[config.mk]
export PLATFORM = sky130hd
export DESIGN_NAME = radial_deadzone_stick_scaler
export DESIGN_NICKNAME = d
export VERILOG_FILES = /design/src/rdss_pkg.sv /design/src/rdss_isqrt.sv /design/src/radial_deadzone_stick_scaler.sv
export SDC_FILE = /design/constraint.sdc
export NUM_CORES = 2
export LEC_CHECK = 0
export ABC_AREA = 1
export BUFFER_PORTS_ARGS = -buffer_cell sky130_fd_sc_hd__buf_2
export CORE_ASPECT_RATIO = 0.75
export CORE_UTILIZATION = 45
export DETAILED_ROUTE_END_ITERATION = 10
export GPL_TIMING_DRIVEN = 0
export PLACE_DENSITY = 0.73
export SETUP_SLACK_MARGIN = 0.15
export SYNTH_ARGS = -nofsm -noshare
export SYNTH_HDL_FRONTEND = slang
export SYNTH_SLANG_ARGS = --single-unit
[constraint.sdc]
create_clock -name clk -period 6.9 [get_ports clk]
set_input_delay 1.035 -clock clk [delete_from_list [all_inputs] [get_ports clk]]
set_output_delay 1.035 -clock clk [all_outputs]
set_load 0.01 [all_outputs]
[src/rdss_pkg.sv]
// Shared widths, register indexes and port packing constants for the radial deadzone scaler.
package rdss_pkg;

    // Sample and result field widths.
    localparam int AXIS_W = 9;
    localparam int OUT_W  = 15;

    // Configuration register widths and indexes.
    localparam int CFG_ADDR_W = 3;
    localparam int CFG_DATA_W = 10;
    localparam int RDZ_W      = 8;
    localparam int TDZ_W      = 8;
    localparam int AFS_W      = 9;
    localparam int OFS_W      = 10;

    localparam logic [CFG_ADDR_W-1:0] REG_RADIAL_DZ  = 3'd0;
    localparam logic [CFG_ADDR_W-1:0] REG_TWIST_DZ   = 3'd1;
    localparam logic [CFG_ADDR_W-1:0] REG_AXIS_FS    = 3'd2;
    localparam logic [CFG_ADDR_W-1:0] REG_OUTPUT_FS  = 3'd3;
    localparam logic [CFG_ADDR_W-1:0] REG_INVERT_Y   = 3'd4;

    // Stream packing.
    localparam int S_DATA_W = 32;
    localparam int M_DATA_W = 48;
    localparam int M_USER_W = 2;

    // Sum of squares and its square root (magnitude in Q.8).
    localparam int SUM_W    = 18;
    localparam int RAD_W    = 34;
    localparam int ROOT_W   = 17;
    localparam int SQ_REM_W = ROOT_W + 4;
    localparam int SQ_CNT_W = 5;

    // Quotient magnitude before the sign is applied.
    localparam int Q_W = 14;
    localparam logic [Q_W-1:0] OUT_MAX = 14'd16383;

endpackage

[src/rdss_isqrt.sv]
// Bit-serial integer square root, one result bit per clock.
module rdss_isqrt (
    input  logic                         clk,
    input  logic                         rst_n,
    input  logic                         start,
    input  logic [rdss_pkg::RAD_W-1:0]   radicand,
    output logic                         done,
    output logic [rdss_pkg::ROOT_W-1:0]  root
);

    logic                            busy_reg;
    logic                            done_reg;
    logic [rdss_pkg::SQ_CNT_W-1:0]   cnt_reg;
    logic [rdss_pkg::RAD_W-1:0]      vsh_reg;
    logic [rdss_pkg::SQ_REM_W-3:0]   rem_reg;
    logic [rdss_pkg::ROOT_W-1:0]     root_reg;

    logic [rdss_pkg::SQ_REM_W-1:0]   rem_sh;
    logic [rdss_pkg::SQ_REM_W-1:0]   trial;
    logic [rdss_pkg::SQ_REM_W-1:0]   rem_next;
    logic                            ge;

    // Bring down the next two radicand bits and try appending a one to the root.
    always_comb
    begin
        rem_sh   = {rem_reg, vsh_reg[rdss_pkg::RAD_W-1 -: 2]};
        trial    = {2'b00, root_reg, 2'b01};
        ge       = (rem_sh >= trial);
        rem_next = ge ? (rem_sh - trial) : rem_sh;
    end

    always_ff @(posedge clk or negedge rst_n)
    begin
        if (!rst_n)
        begin
            busy_reg <= 1'b0;
            done_reg <= 1'b0;
            cnt_reg  <= '0;
        end
        else
        begin
            done_reg <= 1'b0;
            if (start)
            begin
                busy_reg <= 1'b1;
                cnt_reg  <= rdss_pkg::SQ_CNT_W'(rdss_pkg::ROOT_W - 1);
            end
            else if (busy_reg)
            begin
                cnt_reg <= cnt_reg - 1'b1;
                if (cnt_reg == '0)
                begin
                    busy_reg <= 1'b0;
                    done_reg <= 1'b1;
                end
            end
        end
    end

    always_ff @(posedge clk)
    begin
        if (start)
        begin
            vsh_reg  <= radicand;
            rem_reg  <= '0;
            root_reg <= '0;
        end
        else if (busy_reg)
        begin
            vsh_reg  <= {vsh_reg[rdss_pkg::RAD_W-3:0], 2'b00};
            rem_reg  <= rem_next[rdss_pkg::SQ_REM_W-3:0];
            root_reg <= {root_reg[rdss_pkg::ROOT_W-2:0], ge};
        end
    end

    assign done = done_reg;
    assign root = root_reg;

endmodule

[src/radial_deadzone_stick_scaler.sv]
// Top level of the radial deadzone scaler for a three-axis stick.
//
// Each input beat carries one stick sample (X, Y and twist) and produces exactly one output
// beat. The twist axis is zeroed when its magnitude is at or below the twist deadzone; the
// Euclidean magnitude of the three axes then decides whether the stick is active. An active
// sample is rescaled radially so that the deadzone maps to zero and the axis full scale maps to
// the output full scale, each axis keeping its direction unless Y is inverted; results are
// Q.FRAC_BITS, rounded to nearest and saturated to +-16383. A centered sample yields zeros;
// send_state flags every active sample and the first centered sample after activity. The
// block works on one sample at a time around a single shared multiplier. An active sample
// passes through five multiply steps for the squares and thresholds, one compare step, the
// 17-bit bit-serial square root, two multiply steps and one load step for the scale terms,
// then per axis one multiply and a 14-step restoring divider plus overhead, where an axis
// that saturates skips the divider steps; a centered sample goes from the compare step
// straight to the output. The result sits in an output register, so a new sample can be
// accepted while the previous result waits; the block stalls only when it finishes a result
// before the previous one has been taken. Configuration writes are meant to happen while no
// sample is in flight.
module radial_deadzone_stick_scaler #(
    parameter int FRAC_BITS = 4
) (
    input  logic                                 clk,
    input  logic                                 rst_n,

    // Sample stream. tdata: axis_x [8:0], axis_y [17:9], axis_z [26:18], zero fill above.
    input  logic                                 s_axis_tvalid,
    output logic                                 s_axis_tready,
    input  logic [rdss_pkg::S_DATA_W-1:0]        s_axis_tdata,

    // Result stream. tdata: out_x [14:0], out_y [29:15], out_z [44:30], zero fill above.
    // tuser: active [0], send_state [1].
    output logic                                 m_axis_tvalid,
    input  logic                                 m_axis_tready,
    output logic [rdss_pkg::M_DATA_W-1:0]        m_axis_tdata,
    output logic [rdss_pkg::M_USER_W-1:0]        m_axis_tuser,

    // Register write port.
    input  logic                                 cfg_we,
    input  logic [rdss_pkg::CFG_ADDR_W-1:0]      cfg_addr,
    input  logic [rdss_pkg::CFG_DATA_W-1:0]      cfg_wdata
);

    // Shared multiplier operand and product widths.
    localparam int MUL_A_W = rdss_pkg::ROOT_W;
    localparam int MUL_B_W = 27;
    localparam int PROD_W  = MUL_A_W + MUL_B_W;
    // Divisor: the root, or the root times (axis full scale - deadzone).
    localparam int DEN_W   = rdss_pkg::ROOT_W + rdss_pkg::AFS_W;
    // Divider datapath: holds 2*numerator + divisor and the divisor shifted up by Q_W + 1.
    localparam int DIV_W   = PROD_W + FRAC_BITS + 5;
    localparam int CNT_W   = 4;

    localparam logic [1:0] AXIS_X = 2'd0;
    localparam logic [1:0] AXIS_Y = 2'd1;
    localparam logic [1:0] AXIS_Z = 2'd2;

    // Sequencer states.
    localparam logic [4:0] ST_IDLE  = 5'd0;
    localparam logic [4:0] ST_SQX   = 5'd1;
    localparam logic [4:0] ST_SQY   = 5'd2;
    localparam logic [4:0] ST_SQZ   = 5'd3;
    localparam logic [4:0] ST_DZ2   = 5'd4;
    localparam logic [4:0] ST_AF2   = 5'd5;
    localparam logic [4:0] ST_CHK   = 5'd6;
    localparam logic [4:0] ST_SQRT  = 5'd7;
    localparam logic [4:0] ST_DEN   = 5'd8;
    localparam logic [4:0] ST_NUMC  = 5'd9;
    localparam logic [4:0] ST_CMUL  = 5'd10;
    localparam logic [4:0] ST_AXM   = 5'd11;
    localparam logic [4:0] ST_LOAD  = 5'd12;
    localparam logic [4:0] ST_OVF   = 5'd13;
    localparam logic [4:0] ST_DIV   = 5'd14;
    localparam logic [4:0] ST_STORE = 5'd15;
    localparam logic [4:0] ST_OUT   = 5'd16;

    // Configuration registers.
    logic [rdss_pkg::RDZ_W-1:0]   rdz_reg;
    logic [rdss_pkg::TDZ_W-1:0]   tdz_reg;
    logic [rdss_pkg::AFS_W-1:0]   afs_reg;
    logic [rdss_pkg::OFS_W-1:0]   ofs_reg;
    logic                         inv_reg;

    logic [4:0]                   state_reg;
    logic [4:0]                   state_next;

    // Sample and working registers.
    logic signed [rdss_pkg::AXIS_W-1:0] x_reg;
    logic signed [rdss_pkg::AXIS_W-1:0] y_reg;
    logic signed [rdss_pkg::AXIS_W-1:0] z_reg;
    logic [rdss_pkg::SUM_W-1:0]   sum_reg;
    logic                         act_reg;
    logic                         sat_reg;
    logic                         was_reg;
    logic [PROD_W-1:0]            prod_reg;
    logic [DEN_W-1:0]             den_reg;
    logic [MUL_B_W-1:0]           c_reg;
    logic [1:0]                   axis_reg;
    logic [DIV_W-1:0]             rdiv_reg;
    logic [DIV_W-1:0]             dsh_reg;
    logic [rdss_pkg::Q_W-1:0]     q_reg;
    logic [CNT_W-1:0]             cnt_reg;
    logic [rdss_pkg::OUT_W-1:0]   ox_reg;
    logic [rdss_pkg::OUT_W-1:0]   oy_reg;
    logic [rdss_pkg::OUT_W-1:0]   oz_reg;

    // Output register.
    logic                         m_valid_reg;
    logic [rdss_pkg::M_DATA_W-1:0] m_data_reg;
    logic [rdss_pkg::M_USER_W-1:0] m_user_reg;

    logic                         s_accept;
    logic                         out_load;
    logic [rdss_pkg::AXIS_W-1:0]  in_zabs;
    logic [rdss_pkg::AXIS_W-1:0]  x_abs;
    logic [rdss_pkg::AXIS_W-1:0]  y_abs;
    logic [rdss_pkg::AXIS_W-1:0]  z_abs;
    logic [rdss_pkg::AXIS_W-1:0]  cur_abs;
    logic                         cur_neg;
    logic                         out_neg;
    logic [rdss_pkg::OUT_W-1:0]   q_signed;
    logic [MUL_A_W-1:0]           mul_a;
    logic [MUL_B_W-1:0]           mul_b;
    logic                         div_ge;
    logic                         sqrt_start;
    logic                         sqrt_done;
    logic [rdss_pkg::ROOT_W-1:0]  root;
    logic [rdss_pkg::AFS_W-1:0]   span;

    function automatic logic [rdss_pkg::AXIS_W-1:0] abs9(input logic [rdss_pkg::AXIS_W-1:0] v);
        abs9 = v[rdss_pkg::AXIS_W-1] ? (~v + 1'b1) : v;
    endfunction

    assign s_axis_tready = (state_reg == ST_IDLE);
    assign s_accept      = s_axis_tvalid && s_axis_tready;
    assign out_load      = (state_reg == ST_OUT) && (!m_valid_reg || m_axis_tready);

    assign in_zabs = abs9(s_axis_tdata[3*rdss_pkg::AXIS_W-1:2*rdss_pkg::AXIS_W]);
    assign x_abs   = abs9(x_reg);
    assign y_abs   = abs9(y_reg);
    assign z_abs   = abs9(z_reg);
    assign span    = afs_reg - {1'b0, rdz_reg};
    assign div_ge  = (rdiv_reg >= dsh_reg);

    // Axis under work in the per-axis scaling loop.
    always_comb
    begin
        case (axis_reg)
            AXIS_X:
            begin
                cur_abs = x_abs;
                cur_neg = x_reg[rdss_pkg::AXIS_W-1];
            end
            AXIS_Y:
            begin
                cur_abs = y_abs;
                cur_neg = y_reg[rdss_pkg::AXIS_W-1];
            end
            default:
            begin
                cur_abs = z_abs;
                cur_neg = z_reg[rdss_pkg::AXIS_W-1];
            end
        endcase
        out_neg  = cur_neg ^ ((axis_reg == AXIS_Y) && inv_reg);
        q_signed = out_neg ? (~{1'b0, q_reg} + 1'b1) : {1'b0, q_reg};
    end

    // Operand selection for the one shared multiplier.
    always_comb
    begin
        mul_a = '0;
        mul_b = '0;
        unique case (state_reg)
            ST_SQX:
            begin
                mul_a = MUL_A_W'(x_abs);
                mul_b = MUL_B_W'(x_abs);
            end
            ST_SQY:
            begin
                mul_a = MUL_A_W'(y_abs);
                mul_b = MUL_B_W'(y_abs);
            end
            ST_SQZ:
            begin
                mul_a = MUL_A_W'(z_abs);
                mul_b = MUL_B_W'(z_abs);
            end
            ST_DZ2:
            begin
                mul_a = MUL_A_W'(rdz_reg);
                mul_b = MUL_B_W'(rdz_reg);
            end
            ST_AF2:
            begin
                mul_a = MUL_A_W'(afs_reg);
                mul_b = MUL_B_W'(afs_reg);
            end
            ST_DEN:
            begin
                mul_a = root;
                mul_b = MUL_B_W'(span);
            end
            ST_NUMC:
            begin
                // The root never falls below the deadzone in Q.8 once the sample is active.
                mul_a = root - {1'b0, rdz_reg, 8'h00};
                mul_b = MUL_B_W'(ofs_reg);
            end
            ST_AXM:
            begin
                mul_a = MUL_A_W'(cur_abs);
                mul_b = c_reg;
            end
            default:
            begin
                mul_a = '0;
                mul_b = '0;
            end
        endcase
    end

    assign sqrt_start = (state_reg == ST_CHK) && act_reg;

    rdss_isqrt u_isqrt (
        .clk      (clk),
        .rst_n    (rst_n),
        .start    (sqrt_start),
        .radicand ({sum_reg, 16'h0000}),
        .done     (sqrt_done),
        .root     (root)
    );

    // Sequencer.
    always_comb
    begin
        state_next = state_reg;
        unique case (state_reg)
            ST_IDLE:  state_next = s_accept ? ST_SQX : ST_IDLE;
            ST_SQX:   state_next = ST_SQY;
            ST_SQY:   state_next = ST_SQZ;
            ST_SQZ:   state_next = ST_DZ2;
            ST_DZ2:   state_next = ST_AF2;
            ST_AF2:   state_next = ST_CHK;
            ST_CHK:   state_next = act_reg ? ST_SQRT : ST_OUT;
            ST_SQRT:  state_next = sqrt_done ? ST_DEN : ST_SQRT;
            ST_DEN:   state_next = ST_NUMC;
            ST_NUMC:  state_next = ST_CMUL;
            ST_CMUL:  state_next = ST_AXM;
            ST_AXM:   state_next = ST_LOAD;
            ST_LOAD:  state_next = ST_OVF;
            ST_OVF:   state_next = div_ge ? ST_STORE : ST_DIV;
            ST_DIV:   state_next = (cnt_reg == CNT_W'(1)) ? ST_STORE : ST_DIV;
            ST_STORE: state_next = (axis_reg == AXIS_Z) ? ST_OUT : ST_AXM;
            ST_OUT:   state_next = out_load ? ST_IDLE : ST_OUT;
            default:  state_next = ST_IDLE;
        endcase
    end

    // Control state, configuration and the output handshake.
    always_ff @(posedge clk or negedge rst_n)
    begin
        if (!rst_n)
        begin
            state_reg   <= ST_IDLE;
            rdz_reg     <= 8'd20;
            tdz_reg     <= 8'd10;
            afs_reg     <= 9'd255;
            ofs_reg     <= 10'd750;
            inv_reg     <= 1'b0;
            was_reg     <= 1'b0;
            m_valid_reg <= 1'b0;
        end
        else
        begin
            state_reg <= state_next;
            if (cfg_we)
            begin
                unique case (cfg_addr)
                    rdss_pkg::REG_RADIAL_DZ: rdz_reg <= cfg_wdata[rdss_pkg::RDZ_W-1:0];
                    rdss_pkg::REG_TWIST_DZ:  tdz_reg <= cfg_wdata[rdss_pkg::TDZ_W-1:0];
                    rdss_pkg::REG_AXIS_FS:   afs_reg <= cfg_wdata[rdss_pkg::AFS_W-1:0];
                    rdss_pkg::REG_OUTPUT_FS: ofs_reg <= cfg_wdata[rdss_pkg::OFS_W-1:0];
                    rdss_pkg::REG_INVERT_Y:  inv_reg <= cfg_wdata[0];
                    default:                 ;
                endcase
            end
            if (m_valid_reg && m_axis_tready)
            begin
                m_valid_reg <= 1'b0;
            end
            if (out_load)
            begin
                m_valid_reg <= 1'b1;
                was_reg     <= act_reg;
            end
        end
    end

    // Datapath registers.
    always_ff @(posedge clk)
    begin
        prod_reg <= mul_a * mul_b;

        if (s_accept)
        begin
            x_reg <= s_axis_tdata[rdss_pkg::AXIS_W-1:0];
            y_reg <= s_axis_tdata[2*rdss_pkg::AXIS_W-1:rdss_pkg::AXIS_W];
            // A twist inside its deadzone is dropped before the magnitude is formed.
            if (in_zabs <= {1'b0, tdz_reg})
            begin
                z_reg <= '0;
            end
            else
            begin
                z_reg <= s_axis_tdata[3*rdss_pkg::AXIS_W-1:2*rdss_pkg::AXIS_W];
            end
        end

        unique case (state_reg) inside
            ST_SQY:
            begin
                sum_reg <= prod_reg[rdss_pkg::SUM_W-1:0];
            end
            ST_SQZ, ST_DZ2:
            begin
                sum_reg <= sum_reg + prod_reg[rdss_pkg::SUM_W-1:0];
            end
            ST_AF2:
            begin
                act_reg <= (sum_reg != '0) && (sum_reg >= prod_reg[rdss_pkg::SUM_W-1:0]);
            end
            ST_CHK:
            begin
                // Unit gain when full scale is not past the deadzone or the stick is at or past it.
                sat_reg <= (afs_reg <= {1'b0, rdz_reg})
                           || (sum_reg >= prod_reg[rdss_pkg::SUM_W-1:0]);
                ox_reg  <= '0;
                oy_reg  <= '0;
                oz_reg  <= '0;
            end
            ST_NUMC:
            begin
                den_reg <= sat_reg ? DEN_W'(root) : prod_reg[DEN_W-1:0];
            end
            ST_CMUL:
            begin
                c_reg    <= sat_reg ? MUL_B_W'({ofs_reg, 8'h00}) : prod_reg[MUL_B_W-1:0];
                axis_reg <= AXIS_X;
            end
            ST_LOAD:
            begin
                // Twice the numerator plus the divisor gives round-half-up after flooring.
                rdiv_reg <= (DIV_W'(prod_reg) << (FRAC_BITS + 1)) + DIV_W'(den_reg);
                dsh_reg  <= DIV_W'(den_reg) << (rdss_pkg::Q_W + 1);
            end
            ST_OVF:
            begin
                q_reg   <= div_ge ? rdss_pkg::OUT_MAX : '0;
                dsh_reg <= dsh_reg >> 1;
                cnt_reg <= CNT_W'(rdss_pkg::Q_W);
            end
            ST_DIV:
            begin
                if (div_ge)
                begin
                    rdiv_reg <= rdiv_reg - dsh_reg;
                end
                q_reg   <= {q_reg[rdss_pkg::Q_W-2:0], div_ge};
                dsh_reg <= dsh_reg >> 1;
                cnt_reg <= cnt_reg - 1'b1;
            end
            ST_STORE:
            begin
                case (axis_reg)
                    AXIS_X:  ox_reg <= q_signed;
                    AXIS_Y:  oy_reg <= q_signed;
                    default: oz_reg <= q_signed;
                endcase
                axis_reg <= axis_reg + 1'b1;
            end
            default:
            begin
            end
        endcase

        if (out_load)
        begin
            m_data_reg <= {3'b000, oz_reg, oy_reg, ox_reg};
            m_user_reg <= {act_reg || was_reg, act_reg};
        end
    end

    assign m_axis_tvalid = m_valid_reg;
    assign m_axis_tdata  = m_data_reg;
    assign m_axis_tuser  = m_user_reg;

endmodule

==> metrics.yaml <==
die:
  die_x_um: 360
  pin_count: 102
  die_h_um: 271
  start_util_pct: 45.4
  core_area_um2: 95400
  dieArea_um2: 97600
  fp-row-count: 98
critical_path:
  crit_path_top_delay_cell: "fa_1"
  worst_setup_path_start_kind: "flip-flop"
  r2r-end: "prod_reg[37]"
  ff2ff_setup_slack_ps: -80
  crit_fanout: 10
  setup.worst_path.start: "state_reg[2]"
  cp_common_cell: "fa_1"
  r2r_cells: 30
  worst_setup_path_end_kind: "flip-flop"
  crit_end: "prod_reg[37]"
  r2r-start: "state_reg[2]"
  cp.arrival_ps: 7520
  slowest_delay_ps: 600
  crit_required_ps: 7440
  critical_path_class: "flip-flop to flip-flop"
synthesis:
  synthTopCellsByCount: "nand2_1 (1567), inv_1 (1218), nor2_1 (537)"
  synth_edf_count: 324
  synthTopCellsByArea: "edfxtp_1 (22%), fa_1 (18%), nand2_1 (14%)"
  syn_area_per_cell_um2: 7.63
  synthAdderAreaFrac_pct: 25.3
  muxShareOfSynthArea_pct: 0
  synth_top_family_by_area: "adder cells"
  synth_top_area_cell: "edfxtp_1"
  synth_xor_area_share_pct: 1.70
  yosysSeqAreaShare_pct: 29.1
  yosysMostFrequentCell: "nand2_1"
  yosysWarnings: 0
  syn_inst: 5681
  ys_types: 64
  ys_async_sr_fraction_pct: 11.0
  synth_top_cell_area_share_pct: 22.4
  syn_area_um2: 43400
  synth_ff_type: "edfxtp_1"
  synth-seq-cells: 454
  synthSimpleGateAreaFrac_pct: 24.5
  synth-compound-area-share_pct: 7.43
timing:
  fmaxAchievable_ghz: 0.143
  max_slew_margin_pct: 0.425
  finalClockSkew_ps: 34.7
  setup_slack_ps: -79.6
  setup-violations-final: 5
  rsz0062_at_grt: "true"
  hold_viol: 0
  slew_viol_final: 0
  worst_slew_pin_slew_ps: 1490
  fin_crit_ps: 6980
  period_share_pct: 101
global_route:
  grt_antenna_before_repair: 4
  grt_max_degree: 51
  grt_first_pass_wirelength_um: 213000
  grt_overflow: 0
  grt_pass1_vias: 37300
  track_usage_pct: 28.3
drt:
  firstDrtPassIters: 6
  drt-met1-wl_um: 62100
  drt_drc_violations_left: 0
  met2_length_um: 56200
  wl_met3_um: 17200
  vias: 39100
  drt_iter0_drc: 4455
  top_layer: "met5"
  routed_wl_um: 140000
  vias_per_cell: 5.32
  drtAntennaViolNets: 0
  wl_per_cell_um: 19.0
finish:
  drive_above_1_share_pct: 11.7
  largest_reg_flops: 53
  filler_cell_count: 8962
  area_growth_pct: 15.5
  fin_nets: 6764
  stdcell_count: 7355
  stdcell_area_um2: 50100
clock_network:
  htreeDepth: 2
  clk_path_buf_depth: 3
  cts.sink_count: 454
  cts_buffers: 48
  cts_tree: "yes"
  cts-root-buf: "clkbuf_16"
  clk_pin_slew_ps: 70
  holdBufCountCts: 0
  clock_latency_ps: 620
job:
  drv_cap: 1
pwr:
  p_leak_nw: 24.8
  p_per_area_nw_per_um2: 422
  power_mw: 21.1
  vdd_drop_max_uv: 403
place:
  dp_hpwl_um: 112000
  post_dp_cell_area_um2: 46100
  place_inst: 7167
  gp_congestion: 1.03
  io_buffers: 93
  preCtsSetupSlack_ps: -1240
status:
  status: "finished, violations left"
  violations: "max-capacitance violations, negative setup slack"
worst_hold_path:
  worstHoldPathType: "flip-flop to flip-flop"
## cell usage in the layout (no fill, tap or decap), types with 39 or more instances in the layout
master / count
edfxtp_1: 324
inv_1: 1174
nor3_1: 49
a21oi_1: 169
nand4_1: 59
nand2_1: 1518
buf_4: 92
nand3_1: 270
clkbuf_16: 51
inv_2: 48
ha_1: 241
nand2_2: 39
fa_1: 353
dfxtp_1: 80
conb_1: 139
xor2_1: 43
nor2_1: 486
o21ai_0: 219
buf_2: 110
## cell type report
class                   count  area (µm²)  share of cell area [%]
diodes                      2        5.00                 0.00999
plain buffers              95         634                    1.27
clock buffers              61        1330                    2.66
clock inverters            28         249                   0.497
inverters                1230        4640                    9.27
multi-input cells        4039       27600                    55.0
flip-flops and latches    454       12600                    25.2
well taps                1250        1560                    3.12
repair buffers            196        1490                    2.97
## kinds of logic (layout without fill, tap and decap cells)
logic type               after synthesis  count (layout)
flip-flops                           454             454
XOR/XNOR                              84              84
adder cells (fa/ha/maj)              650             650
AO/OA/AOI/OAI                        574             574
other                                  2             141
AND/OR/NAND/NOR                     2592            2592
buffers and inverters               1325            1610
## worst max-delay path: cells and delay by family (launching register included)
| family | cells | cell delay, ps |
|---|---|---|
| adder cells (fa/ha/maj) | 7 | 3480 |
| AND/OR/NAND/NOR | 14 | 1920 |
| buffers and inverters | 7 | 800 |
| flip-flops | 1 | 450 |
| AO/OA/AOI/OAI | 2 | 230 |
## worst min-delay path by stage
stage / start / endpoint / cells past startpoint
6_report: oy_reg[0] / m_axis_tdata[15] / 0
5_1_grt: oz_reg[0] / m_axis_tdata[30] / 0
4_1_cts: oz_reg[0] / m_axis_tdata[30] / 0
3_5_place_dp: ox_reg[13] / m_axis_tdata[13] / 0
3_3_place_gp: oy_reg[10] / m_axis_tdata[25] / 0
2_1_floorplan: ox_reg[0] / m_axis_tdata[0] / 0
## power by group
part	switching, mW	internal [mW]	total, mW
clock	1.21	1.47	2.68
sequential	0.526	3.78	4.30
combinational	9.14	5.00	14.1
## through the flow
step / hold WS, ps / TNS (ps) / utilization [%]
floorplan: 400 / 0 / -
CTS: 413 / 0 / 51.8
global placement: 401 / -20200 / 48.1
global route: 414 / -3910 / 52.5
detailed placement: 405 / -22810 / 48.3
finish: 412 / -174 / 52.5
## metal layers
layer / global-route usage [%] / up-vias
met5: 0 / -
met4: 8.63 / 2
met3: 7.21 / 239
met2: 39.7 / 1995
met1: 42.3 / 18600
li1: - / 18300
## what timing repair did
action / 4_1_cts / 5_1_grt
gates cloned: 3 / 0
resized for setup: 306 / 129
pin swaps: 135 / 86
setup buffers: 69 / 25
endpoints found under the setup margin: 29 / 27
Note: power is estimated with default switching activity, not from simulation.
